===== config.mk =====
export PLATFORM = sky130hd
export DESIGN_NAME = tlgb_ctrl
export DESIGN_NICKNAME = d
export VERILOG_FILES = /design/src/hw/rtl/tlgb_pkg.sv /design/src/hw/rtl/tlgb_ctrl.sv
export SDC_FILE = /design/constraint.sdc
export NUM_CORES = 1
export LEC_CHECK = 0
export ABC_CLOCK_PERIOD_IN_PS = 1300
export BUFFER_PORTS_ARGS = -buffer_cell sky130_fd_sc_hd__buf_2
export CAP_MARGIN = 20
export CORE_AREA = 2 2 39 41
export DETAILED_ROUTE_END_ITERATION = 7
export DIE_AREA = 0 0 41 43
export PLACE_DENSITY = 0.54
export SLEW_MARGIN = 25
export SYNTH_ARGS = -nofsm -noshare
export SYNTH_HDL_FRONTEND = slang
export SYNTH_SLANG_ARGS = --single-unit

===== constraint.sdc =====
create_clock -name clk -period 1.3 [get_ports clk]
set_input_delay 0.13 -clock clk [delete_from_list [all_inputs] [get_ports clk]]
set_output_delay 0.13 -clock clk [all_outputs]
set_load 0.05 [all_outputs]

===== src/hw/rtl/tlgb_pkg.sv =====
`timescale 1ns / 1ps

package tlgb_pkg;

  // Font store and framebuffer geometry.
  localparam int FONT_BYTES    = 2400;
  localparam int GLYPH_BYTES   = 25;
  localparam int GLYPH_COLUMNS = 12;
  localparam int LINE_WIDTH    = 128;

  localparam int FONT_AW     = $clog2(FONT_BYTES);
  localparam int FB_AW       = 9;
  localparam int COL_W       = $clog2(GLYPH_COLUMNS + 1);
  localparam int UPPER_W     = 9;
  localparam int LOWER_W     = 10;
  localparam int GLYPH_COUNT = FONT_BYTES / GLYPH_BYTES;

  // Character codes start at the space character.
  localparam logic [7:0] FIRST_CODE = 8'd32;

  // Last cursor positions accepted for a draw, leaving the final column of the line unused.
  localparam logic [UPPER_W-1:0] UPPER_LIMIT = UPPER_W'(LINE_WIDTH - GLYPH_COLUMNS - 1);
  localparam logic [LOWER_W-1:0] LOWER_LIMIT = LOWER_W'(3 * LINE_WIDTH - GLYPH_COLUMNS - 1);
  localparam logic [LOWER_W-1:0] LOWER_HOME  = LOWER_W'(2 * LINE_WIDTH);

  // Request codes.
  localparam logic [1:0] REQ_LOAD    = 2'd0;
  localparam logic [1:0] REQ_RESTART = 2'd1;
  localparam logic [1:0] REQ_DRAW    = 2'd2;

  typedef enum logic [1:0] {
    S_IDLE,
    S_DRAW,
    S_WIDTH,
    S_UPDATE
  } state_t;

  // Commands from the controller to the datapath.
  typedef struct packed {
    logic load;
    logic restart;
    logic start;
    logic issue;
    logic emit;
    logic read_width;
    logic update;
  } cmd_t;

  // Status from the datapath to the controller.
  typedef struct packed {
    logic draw_ok;
    logic pending;
    logic out_free;
    logic all_issued;
  } status_t;

endpackage


===== src/hw/rtl/tlgb_ctrl.sv =====
`timescale 1ns / 1ps

module tlgb_ctrl (
  input  logic              clk,
  input  logic              rst,
  input  logic              req_valid,
  input  logic [1:0]        req_type,
  output logic              req_ready,
  input  tlgb_pkg::status_t st,
  output tlgb_pkg::cmd_t    cmd
);
  import tlgb_pkg::*;

  state_t state;
  state_t state_next;
  logic   slot_open;

  // State register.
  always_ff @(posedge clk) begin
    if (rst) begin
      state <= S_IDLE;
    end else begin
      state <= state_next;
    end
  end

  // The read register is free for a new read when its pending byte leaves this cycle or there is none.
  assign slot_open = !st.pending || (st.pending && st.out_free);

  // Next state and commands.
  always_comb begin
    state_next = state;
    cmd        = '0;
    req_ready  = 1'b0;
    case (state)
      S_IDLE: begin
        req_ready = 1'b1;
        if (req_valid) begin
          case (req_type)
            REQ_LOAD: begin
              cmd.load = 1'b1;
            end
            REQ_RESTART: begin
              cmd.restart = 1'b1;
            end
            REQ_DRAW: begin
              if (st.draw_ok) begin
                cmd.start  = 1'b1;
                state_next = S_DRAW;
              end
            end
            default: begin
            end
          endcase
        end
      end
      S_DRAW: begin
        cmd.emit  = st.pending && st.out_free;
        cmd.issue = !st.all_issued && slot_open;
        if (st.all_issued && slot_open) begin
          state_next = S_WIDTH;
        end
      end
      S_WIDTH: begin
        cmd.read_width = 1'b1;
        state_next     = S_UPDATE;
      end
      S_UPDATE: begin
        cmd.update = 1'b1;
        state_next = S_IDLE;
      end
      default: begin
        state_next = S_IDLE;
      end
    endcase
  end

  // A beat is only pushed when the output register can take it.
  assert property (@(posedge clk) disable iff (rst) cmd.emit |-> st.out_free)
    else $error("beat pushed into a full output register");

  // A new read never overwrites a byte that has not been passed on.
  assert property (@(posedge clk) disable iff (rst)
                   cmd.issue |-> (!st.pending || cmd.emit))
    else $error("font read overwrote a pending byte");

endmodule


==> reports/summary.txt, run 1 <==
========================================================================================
Violations in the final reports ........................................... negative setup slack
Max-slew violations .......................................................            0
CORE AREA .................................................................     1380 um2
Beginning of the critical path ............................................ state[0]$_SDFFE_PP0P_
Part of the power in registers ............................................        17.9%
Synthesized netlist cell count ............................................           26
Layout cells sized above 1 ................................................        79.6%
Number of nets in the layout ..............................................           65
Maximum clock frequency ...................................................      761 MHz
CP Data Required Time .....................................................      1170 ps
Setup Skew ................................................................      3.24 ps
Fraction of power consumed by combinational cells .........................        50.7%
Ratio of routed vias to standard cells ....................................         3.98
Yosys warns ...............................................................            0
Setup-failing EPs final ...................................................            1
Crit Path Max Fanout ......................................................            5
Leading registers by flop count ...........................................     state x2
Routability cong. .........................................................        0.759
IR Drop Worst-Case VDD ....................................................     0.452 mV
Setup CP Type .............................................................   reg -> out
Total power per unit cell area ............................................   822 nW/um2
Detailed-route DRC error count ............................................            0
Length of the first detailed-routing pass in iterations ...................            3
CTS max path bufs .........................................................            2
Seq/Total Area, Yosys .....................................................        14.2%
DR vias ...................................................................          259
Number of rows in the core area ...........................................           14
Switching share of power ..................................................        36.0%
Starting density of the core ..............................................        20.3%
Post-route fraction of the period consumed by the critical path ...........         101%
Instance count along the most critical hold path ..........................            3
Number of buffers inserted by port buffering ..............................           16
Mean area per synthesized cell ............................................     10.8 um2
Cells on worst reg2reg path ...............................................            5
Number of antenna violations at the first check in global routing .........            0
Number of global-route vias before repair .................................          267
Most frequent cells after synthesis ....................................... sky130_fd_sc_hd__ha_1, sky130_fd_sc_hd__nand2b_1, sky130_fd_sc_hd__dfxtp_1, sky130_fd_sc_hd__inv_1, sky130_fd_sc_hd__mux2i_1
Tmin final ................................................................      1310 ps
Result of the run ......................................................... complete, but fails checks
Clock Root Buffer ......................................................... sky130_fd_sc_hd__clkbuf_4
Flip-flop count of the largest register, all copies and words added .......            2
Maximum capacitance violations ............................................            0
Unique masters post-synth .................................................           17
Number of diodes added for antenna fixing .................................            0
Final worst setup slack ...................................................     -14.4 ps
Most flops, register ......................................................        state
Worst rel slew slack ......................................................        81.8%
Worst hold margin .........................................................       206 ps
Initial drt markers .......................................................            5
Path class of the lowest-slack min-delay path .............................    in -> reg
IO Pins ...................................................................           17
All-Layer GR Usage ........................................................        9.22%
Relative area change from synthesis to final layout .......................        86.2%
Die X .....................................................................        41 um
Top area cells in the synthesized netlist ................................. sky130_fd_sc_hd__ha_1, sky130_fd_sc_hd__dfxtp_1, sky130_fd_sc_hd__a221oi_4
Post-Route Setup TNS ......................................................     -14.4 ps
Worst-skew pair later-pin latency .........................................       220 ps
Capturing instance or port of the critical path ...........................       cmd[6]
Top cell type by total area after synthesis ............................... sky130_fd_sc_hd__ha_1
#FFs+latches synth ........................................................            2
Cell internal power dissipation ...........................................     0.276 mW
Critical Path Sink Type ...................................................   output pin
TritonCTS clock tree ......................................................          yes
Total half-perimeter wirelength after legalization and detailed placement .       543 um
Unrepaired setup endpoints after global routing ...........................         true
Number of buffers created by CTS ..........................................            3
Synthesized net count .....................................................           40
Post-synthesis instance area ..............................................      282 um2
Share of the synthesized area in the top cell type ........................        22.2%
Die extent in y ...........................................................        43 um
Largest net degree at the start of global routing .........................            6
Cell total after placement ................................................           60
Count of antenna-violating nets left after detailed routing ...............            0
Clock slew at reported path FFs ...........................................        30 ps
Share of power burned in the clock network ................................        31.4%
Critical register-to-register path endpoint ............................... state[0]$_SDFFE_PP0P_
Actual slew at the worst max-slew pin .....................................       273 ps
Count of flip-flops with a built-in enable after synthesis ................            0
Async S/R FF share, synth .................................................           0%
Post-detailed-route wirelength per cell ...................................      10.2 um
Number of inserted filler cells in the final layout .......................          141
Leading register cell type out of synthesis ............................... sky130_fd_sc_hd__dfxtp_1
Reg2reg setup slack .......................................................        10 ps
Pre-CTS worst setup slack .................................................     -69.0 ps
Final Non-Filler Cells ....................................................           65
Static leakage ............................................................     0.242 nW
Die area ..................................................................     1760 um2
Global-route wire length before repair ....................................      1080 um
Total gr overflow .........................................................            0
Final design utilization ..................................................        37.9%
Data arrival, critical path ...............................................      1180 ps
Total routed wirelength ...................................................       660 um
Number of clock sinks .....................................................            2
Source of the worst register-to-register timing path ...................... state[0]$_SDFFE_PP0P_
Most frequent cell after synthesis ........................................ sky130_fd_sc_hd__ha_1
Critical path startpoint category .........................................    flip-flop
Power dissipated by switching net loads ...................................     0.155 mW
Max H-tree Level ..........................................................            1
Number of hold violations in the final report .............................            0
========================================================================================
==> power groups by stage <==
stage,Sequential [mW],Combinational [mW],Clock [mW]
after floorplan,0.0730,0.139,0
after global placement,0.0721,0.181,0
after detailed placement,0.0727,0.186,0
after CTS,0.0772,0.218,0.145
after global routing,0.0776,0.236,0.152
final,0.0773,0.218,0.135
==> worst min-delay path by stage <==
| stage | from | end | slack (ps) |
|---|---|---|---|
| 2_1_floorplan | rst | state[0]$_SDFFE_PP0P_ | 310 |
| 3_3_place_gp | rst | state[0]$_SDFFE_PP0P_ | 450 |
| 3_5_place_dp | rst | state[1]$_SDFFE_PP0P_ | 440 |
| 4_1_cts | rst | state[1]$_SDFFE_PP0P_ | 200 |
| 5_1_grt | rst | state[0]$_SDFFE_PP0P_ | 240 |
| 6_report | rst | state[1]$_SDFFE_PP0P_ | 210 |
==> layer usage <==
layer / vias to the layer above / wire length (um) / track usage (%)
li1: 137 / - / -
met1: 107 / 300 / 10.9
met2: 15 / 306 / 13.4
met3: 0 / 53 / 3.14
met4: 0 / 0 / 6.00
met5: - / 0 / 0
==> cell type report <==
type                            count  area (um2)  area share (%)
Inverter                            2        12.5            2.39
Clock buffer                        3        22.5            4.30
Timing Repair Buffer               20         151            28.9
Sequential cell                     2        45.0            8.59
Multi-Input combinational cell     22         273            52.0
Tap cell                           16        20.0            3.82
==> cells by family (layout without fill, tap and decap cells) <==
kind of cell	Yosys count	count (layout)	synth area share [%]
DFF	2	2	14.2
adders and majority gates	5	5	22.2
and+or+nand+nor	13	13	41.8
AOI/OAI and AO/OA	2	2	12.0
buffers and inverters	2	25	2.67
muxes	2	2	7.11
==> cell usage in the layout (no fill, tap or decap), drive strengths merged <==
cell type,synthesis,final
nand2,1,1
nor2b,2,2
clkbuf,0,4
nor2,1,1
nor3b,1,1
dfxtp,2,2
and4bb,1,1
nand3b,1,1
o21bai,1,1
a221oi,1,1
inv,2,2
mux2i,2,2
and4b,1,1
and3,1,1
ha,5,5
buf,0,19
nand2b,4,4
==> timing repair <==
item / 4_1_cts / 5_1_grt
setup buffers: 2 / 0
cloned: 0 / 0
endpoints found under the hold margin: 0 / 0
endpoints found under the setup margin: 7 / 8
gates resized for setup: 20 / 1
hold buffers: 0 / 0
pin swaps: 2 / 1
==> critical path: stages (launching register included) <==
cell and delay [ps]:
sky130_fd_sc_hd__dfxtp_4 370, sky130_fd_sc_hd__inv_4 50, sky130_fd_sc_hd__ha_4 160, sky130_fd_sc_hd__and4bb_2 230, sky130_fd_sc_hd__buf_8 150
==> metrics by stage <==
stage | power (mW) | instance area (um2)
after global placement | 0.253 | 420
after global routing | 0.465 | 524
final | 0.431 | 524
after floorplan | 0.212 | 305
after CTS | 0.440 | 522
after detailed placement | 0.258 | 420
Power figures use the tool's default switching activity.
==> run 2: changes to the inputs <==
Settings changed: ABC_CLOCK_PERIOD_IN_PS 1300 to 1500, PLACE_DENSITY 0.54 to 0.52.
Clock period 1.3 ns to 1.5 ns, I/O delays scaled along.
==> run 2 against run 1 <==
Net effect:
- the run now ends clean
- combinational power shrank 29%
- setup slack gained 92 ps
- hold slack gained 26 ps
==> reports/summary.txt, run 2 (synthesized netlist as in run 1, its figures left out) <==
========================================================================================
TritonCTS clock tree ......................................................          yes
Detailed-route DRC error count ............................................            0
Post-Route Setup TNS ......................................................         0 ps
Setup CP Type .............................................................   reg -> out
DR vias ...................................................................          258
Critical register-to-register path endpoint ............................... state[1]$_SDFFE_PP0P_
Final Non-Filler Cells ....................................................           63
Max-slew violations .......................................................            0
Instance count along the most critical hold path ..........................            3
Total gr overflow .........................................................            0
Post-CTS setup buffers ....................................................            0
CP Data Required Time .....................................................      1350 ps
Tmin final ................................................................      1420 ps
Static leakage ............................................................     0.221 nW
Relative area change from synthesis to final layout .......................        57.8%
Number of buffers inserted by port buffering ..............................           16
Setup-failing EPs final ...................................................            0
Layout cells sized above 1 ................................................        66.0%
Most flops, register ......................................................        state
Most used cells in the layout excluding fill and tap cells ................ sky130_fd_sc_hd__buf_2, sky130_fd_sc_hd__buf_4, sky130_fd_sc_hd__nand2b_1, sky130_fd_sc_hd__ha_1, sky130_fd_sc_hd__clkbuf_4
All-Layer GR Usage ........................................................        8.82%
Setup Skew ................................................................      4.98 ps
Initial drt markers .......................................................            3
Source of the worst register-to-register timing path ...................... state[0]$_SDFFE_PP0P_
Maximum clock frequency ...................................................      703 MHz
Footprint of the flip-flops and latches ...................................     40.0 um2
Worst rel slew slack ......................................................        83.3%
Die X .....................................................................        41 um
IO Pins ...................................................................           17
Clock Root Buffer ......................................................... sky130_fd_sc_hd__clkbuf_4
Post-route fraction of the period consumed by the critical path ...........        94.8%
Final worst setup slack ...................................................      77.5 ps
Worst-skew pair later-pin latency .........................................       230 ps
Global-route wire length before repair ....................................       938 um
Clock slew at reported path FFs ...........................................        30 ps
Flip-flop count of the largest register, all copies and words added .......            2
Count of antenna-violating nets left after detailed routing ...............            0
Number of diodes added for antenna fixing .................................            0
Cell total after placement ................................................           60
Largest net degree at the start of global routing .........................            6
Leading registers by flop count ...........................................     state x2
Endpoint of the worst hold-timing path .................................... state[1]$_SDFFE_PP0P_
IR Drop Worst-Case VDD ....................................................     0.427 mV
Multi-input combinational cell area .......................................      245 um2
Number of antenna violations at the first check in global routing .........            0
Number of buffers created by CTS ..........................................            3
Maximum capacitance violations ............................................            0
Total half-perimeter wirelength after legalization and detailed placement .       489 um
Ratio of routed vias to standard cells ....................................         4.10
Total power per unit cell area ............................................   763 nW/um2
Reg2reg setup slack .......................................................       220 ps
Cells on worst reg2reg path ...............................................            5
Unrepaired setup endpoints after global routing ...........................        false
Total routed wirelength ...................................................       603 um
Path class of the lowest-slack min-delay path .............................    in -> reg
Post-detailed-route wirelength per cell ...................................      9.57 um
Number of global-route vias before repair .................................          243
Die extent in y ...........................................................        43 um
Critical Path Sink Type ...................................................   output pin
Max H-tree Level ..........................................................            1
Routability cong. .........................................................        0.759
Number of inserted filler cells in the final layout .......................          152
Pre-CTS worst setup slack .................................................       221 ps
Number of nets in the layout ..............................................           63
Most common cell after layout, fill and taps aside ........................ sky130_fd_sc_hd__buf_2
Number of rows in the core area ...........................................           14
Result of the run ......................................................... complete, no violations
CTS max path bufs .........................................................            2
Critical path startpoint category .........................................    flip-flop
Die area ..................................................................     1760 um2
Crit Path Max Fanout ......................................................            5
Number of clock sinks .....................................................            2
Length of the first detailed-routing pass in iterations ...................            3
Starting density of the core ..............................................        20.3%
Data arrival, critical path ...............................................      1270 ps
Number of hold violations in the final report .............................            0
Actual slew at the worst max-slew pin .....................................       251 ps
Overall power after layout ................................................     0.339 mW
Hold path startpoint ......................................................          rst
CORE AREA .................................................................     1380 um2
========================================================================================
==> run 2: metrics by stage <==
stage               utilization, %  hold WS (ps)  area [um2]
floorplan                        -           330         290
global route                  32.1           250         444
global placement              29.3           471         405
finish                        32.1           232         444
detailed placement            29.3           468         405
CTS                           30.9           219         428
==> run 2: report_power, final <==
group | total [mW] | internal (mW) | switching [mW]
sequential | 0.0601 | 0.0581 | 0.00196
combinational | 0.155 | 0.0646 | 0.0901
clock | 0.124 | 0.0886 | 0.0355
total | 0.339 | 0.211 | 0.128
==> run 2: worst max-delay path by stage <==
stage / start / endpoint / depth (start not counted)
after floorplan: state[0]$_SDFFE_PP0P_ / cmd[4] / 4
after global placement: state[0]$_SDFFE_PP0P_ / state[0]$_SDFFE_PP0P_ / 5
after detailed placement: state[0]$_SDFFE_PP0P_ / state[0]$_SDFFE_PP0P_ / 5
after CTS: state[0]$_SDFFE_PP0P_ / cmd[6] / 4
after global routing: state[0]$_SDFFE_PP0P_ / cmd[4] / 5
final: state[0]$_SDFFE_PP0P_ / cmd[6] / 4
==> run 2: area by class of cell <==
class	instances	area share, %
clock buffers	3	5.07
flip-flops and latches	2	9.01
inverters	2	1.69
repair buffers	18	24.5
well taps	16	4.51
multi-input cells	22	55.2
==> run 2: per-layer routing <==
metal / track usage, % / vias up / routed length [um]
met5: 0 / - / 0
met2: 10.6 / 15 / 257
met4: 8.00 / 0 / 17
met3: 7.33 / 3 / 97
met1: 8.95 / 106 / 229
li1: - / 134 / -
==> run 2: worst max-delay path, cell delays in order, from the launching register on <==
cell,delay (ps)
sky130_fd_sc_hd__dfxtp_1,300
sky130_fd_sc_hd__inv_1,100
sky130_fd_sc_hd__ha_2,220
sky130_fd_sc_hd__and4bb_2,230
sky130_fd_sc_hd__buf_4,190
==> run 2: what timing repair did <==
item / 4_1_cts / 5_1_grt
hold buffers: 0 / 0
gates resized for setup: 0 / 10
setup endpoints to repair: 0 / 4
==> run 3: changes to the inputs <==
Settings changed: CTS_BUF_LIST set to sky130_fd_sc_hd__clkbuf_8.
==> run 3 against run 2 <==
Net effect:
- count of clock-buffer cells in the layout did not move
- global-route usage unchanged
- via count rose by 1.2%
- fmax decreased by 1.6%
- cell area increased by 2.8%
- setup slack worse by 23 ps
- hold slack improved by 19 ps
- first-iteration DRC count unchanged
- largest power group is now clock
- highest routed layer unchanged
==> reports/summary.txt, run 3 (synthesized netlist as in run 1, its figures left out) <==
========================================================================================
Ratio of routed vias to standard cells ....................................         4.14
IR Drop Worst-Case VDD ....................................................     0.656 mV
Reg2reg setup slack .......................................................       220 ps
Clock slew at reported path FFs ...........................................        30 ps
Critical path startpoint category .........................................    flip-flop
Critical path buffer and inverter count ...................................            2
Dominant delay contributor by cell family on the critical path ............ buffers and inverters
Initial drt markers .......................................................            3
Die extent in y ...........................................................        43 um
Leading registers by flop count ...........................................     state x2
Layout cells sized above 1 ................................................        63.8%
Die X .....................................................................        41 um
Die area ..................................................................     1760 um2
Source of the worst register-to-register timing path ...................... state[0]$_SDFFE_PP0P_
Data arrival, critical path ...............................................      1300 ps
CTS max path bufs .........................................................            2
Routed wire length on met2 ................................................       238 um
Length of the first detailed-routing pass in iterations ...................            3
Total routed wirelength ...................................................       576 um
Number of clock sinks .....................................................            2
Global-route wire length before repair ....................................       938 um
Number of buffers inserted by port buffering ..............................           16
Number of nets in the layout ..............................................           63
Footprint of the flip-flops and latches ...................................     40.0 um2
Setup Skew ................................................................      3.53 ps
Number of inserted filler cells in the final layout .......................          151
Overall power after layout ................................................     0.424 mW
Multi-input combinational cell area .......................................      243 um2
Most used cells in the layout excluding fill and tap cells ................ sky130_fd_sc_hd__buf_2, sky130_fd_sc_hd__ha_1
CP max-delay cell ......................................................... sky130_fd_sc_hd__dfxtp_1
Flip-flop count of the largest register, all copies and words added .......            2
Most common cell after layout, fill and taps aside ........................ sky130_fd_sc_hd__buf_2
Number of diodes added for antenna fixing .................................            0
Number of global-route vias before repair .................................          243
Static leakage ............................................................     0.228 nW
Cell total after placement ................................................           60
Total power per unit cell area ............................................   929 nW/um2
Metal-1 WL ................................................................       227 um
CORE AREA .................................................................     1380 um2
Crit Path Max Fanout ......................................................            3
Routability cong. .........................................................        0.759
Number of antenna violations at the first check in global routing .........            0
Path class of the lowest-slack min-delay path .............................    in -> reg
Post-detailed-route wirelength per cell ...................................      9.14 um
Worst rel slew slack ......................................................        83.3%
Result of the run ......................................................... complete, no violations
Largest net degree at the start of global routing .........................            6
Total half-perimeter wirelength after legalization and detailed placement .       489 um
Max stage delay on crit path ..............................................       300 ps
Maximum clock frequency ...................................................      692 MHz
Max H-tree Level ..........................................................            1
Detailed-route DRC error count ............................................            0
Maximum capacitance violations ............................................            0
Count of antenna-violating nets left after detailed routing ...............            0
Clock Root Buffer ......................................................... sky130_fd_sc_hd__clkbuf_8
Starting density of the core ..............................................        20.3%
All-Layer GR Usage ........................................................        8.82%
Max Used Layer ............................................................         met4
Number of hold violations in the final report .............................            0
Setup-failing EPs final ...................................................            0
TritonCTS clock tree ......................................................          yes
DR vias ...................................................................          261
Cells on worst reg2reg path ...............................................            5
Beginning of the critical path ............................................ state[0]$_SDFFE_PP0P_
Routed wire length on met3 ................................................        94 um
CP Data Required Time .....................................................      1350 ps
Critical register-to-register path endpoint ............................... state[1]$_SDFFE_PP0P_
Total gr overflow .........................................................            0
Tmin final ................................................................      1450 ps
Cell chain of the critical path ........................................... buf_4 -> ha_1 -> and3_2 -> clkbuf_4
Unrepaired setup endpoints after global routing ...........................        false
Cts-stage hold buffer count ...............................................            0
Setup CP Type .............................................................   reg -> out
Post-Route Setup TNS ......................................................         0 ps
Actual slew at the worst max-slew pin .....................................       250 ps
Critical Path Sink Type ...................................................   output pin
Relative area change from synthesis to final layout .......................        62.2%
Worst-skew pair later-pin latency .........................................       210 ps
Final Non-Filler Cells ....................................................           63
Most flops, register ......................................................        state
Capturing instance or port of the critical path ...........................       cmd[2]
Number of buffers created by CTS ..........................................            3
Critical path depth in cells ..............................................            4
Max-slew violations .......................................................            0
Number of rows in the core area ...........................................           14
IO Pins ...................................................................           17
Final design utilization ..................................................        33.0%
Post-route fraction of the period consumed by the critical path ...........        96.4%
========================================================================================
run 3: stage by stage:
stage | hold WS (ps) | worst slack, ps | area [um2]
CTS | 243 | 29.1 | 447
global placement | 471 | 212 | 405
floorplan | 330 | 23.8 | 290
detailed placement | 468 | 221 | 405
global route | 277 | 0.0991 | 457
finish | 251 | 54.4 | 457
run 3: worst min path at each step:
stage / slack (ps) / startpoint / cells after the start / endpoint
after floorplan: 330 / rst / 2 / state[0]$_SDFFE_PP0P_
after global placement: 470 / rst / 3 / state[1]$_SDFFE_PP0P_
after detailed placement: 470 / rst / 3 / state[1]$_SDFFE_PP0P_
after CTS: 240 / rst / 3 / state[1]$_SDFFE_PP0P_
after global routing: 280 / rst / 3 / state[1]$_SDFFE_PP0P_
final: 250 / rst / 3 / state[1]$_SDFFE_PP0P_
run 3: power breakdown:
part           leakage, nW  switching (mW)  internal (mW)
combinational        0.190          0.0891         0.0623
clock               0.0216          0.0431          0.170
sequential          0.0162         0.00197         0.0582
total                0.228           0.134          0.290
run 3: timing repair:
| item | in CTS | in global routing |
|---|---|---|
| resized for setup | 0 | 5 |
| setup endpoints to repair | 0 | 4 |
| hold endpoints to repair | 0 | 0 |
| buffers inserted | 0 | 0 |
run 3: cell type report:
class | instances | share of cell area, %
timing repair buffer | 18 | 23.0
tap | 16 | 4.38
sequential | 2 | 8.77
clock buffer | 3 | 9.04
multi-input combinational | 22 | 53.2
inverter | 2 | 1.64
run 3: routing by layer:
layer | vias to the layer above | track usage [%]
li1 | 134 | -
met1 | 110 | 8.95
met2 | 15 | 10.6
met3 | 2 | 7.33
met4 | 0 | 8.00
met5 | - | 0
run 3: worst register-to-register path, stage by stage, from the launching register on:
cell and delay, ps:
sky130_fd_sc_hd__dfxtp_1 310, sky130_fd_sc_hd__inv_1 80, sky130_fd_sc_hd__ha_2 210, sky130_fd_sc_hd__nor2b_1 160
sky130_fd_sc_hd__a221oi_4 230, sky130_fd_sc_hd__mux2i_1 220
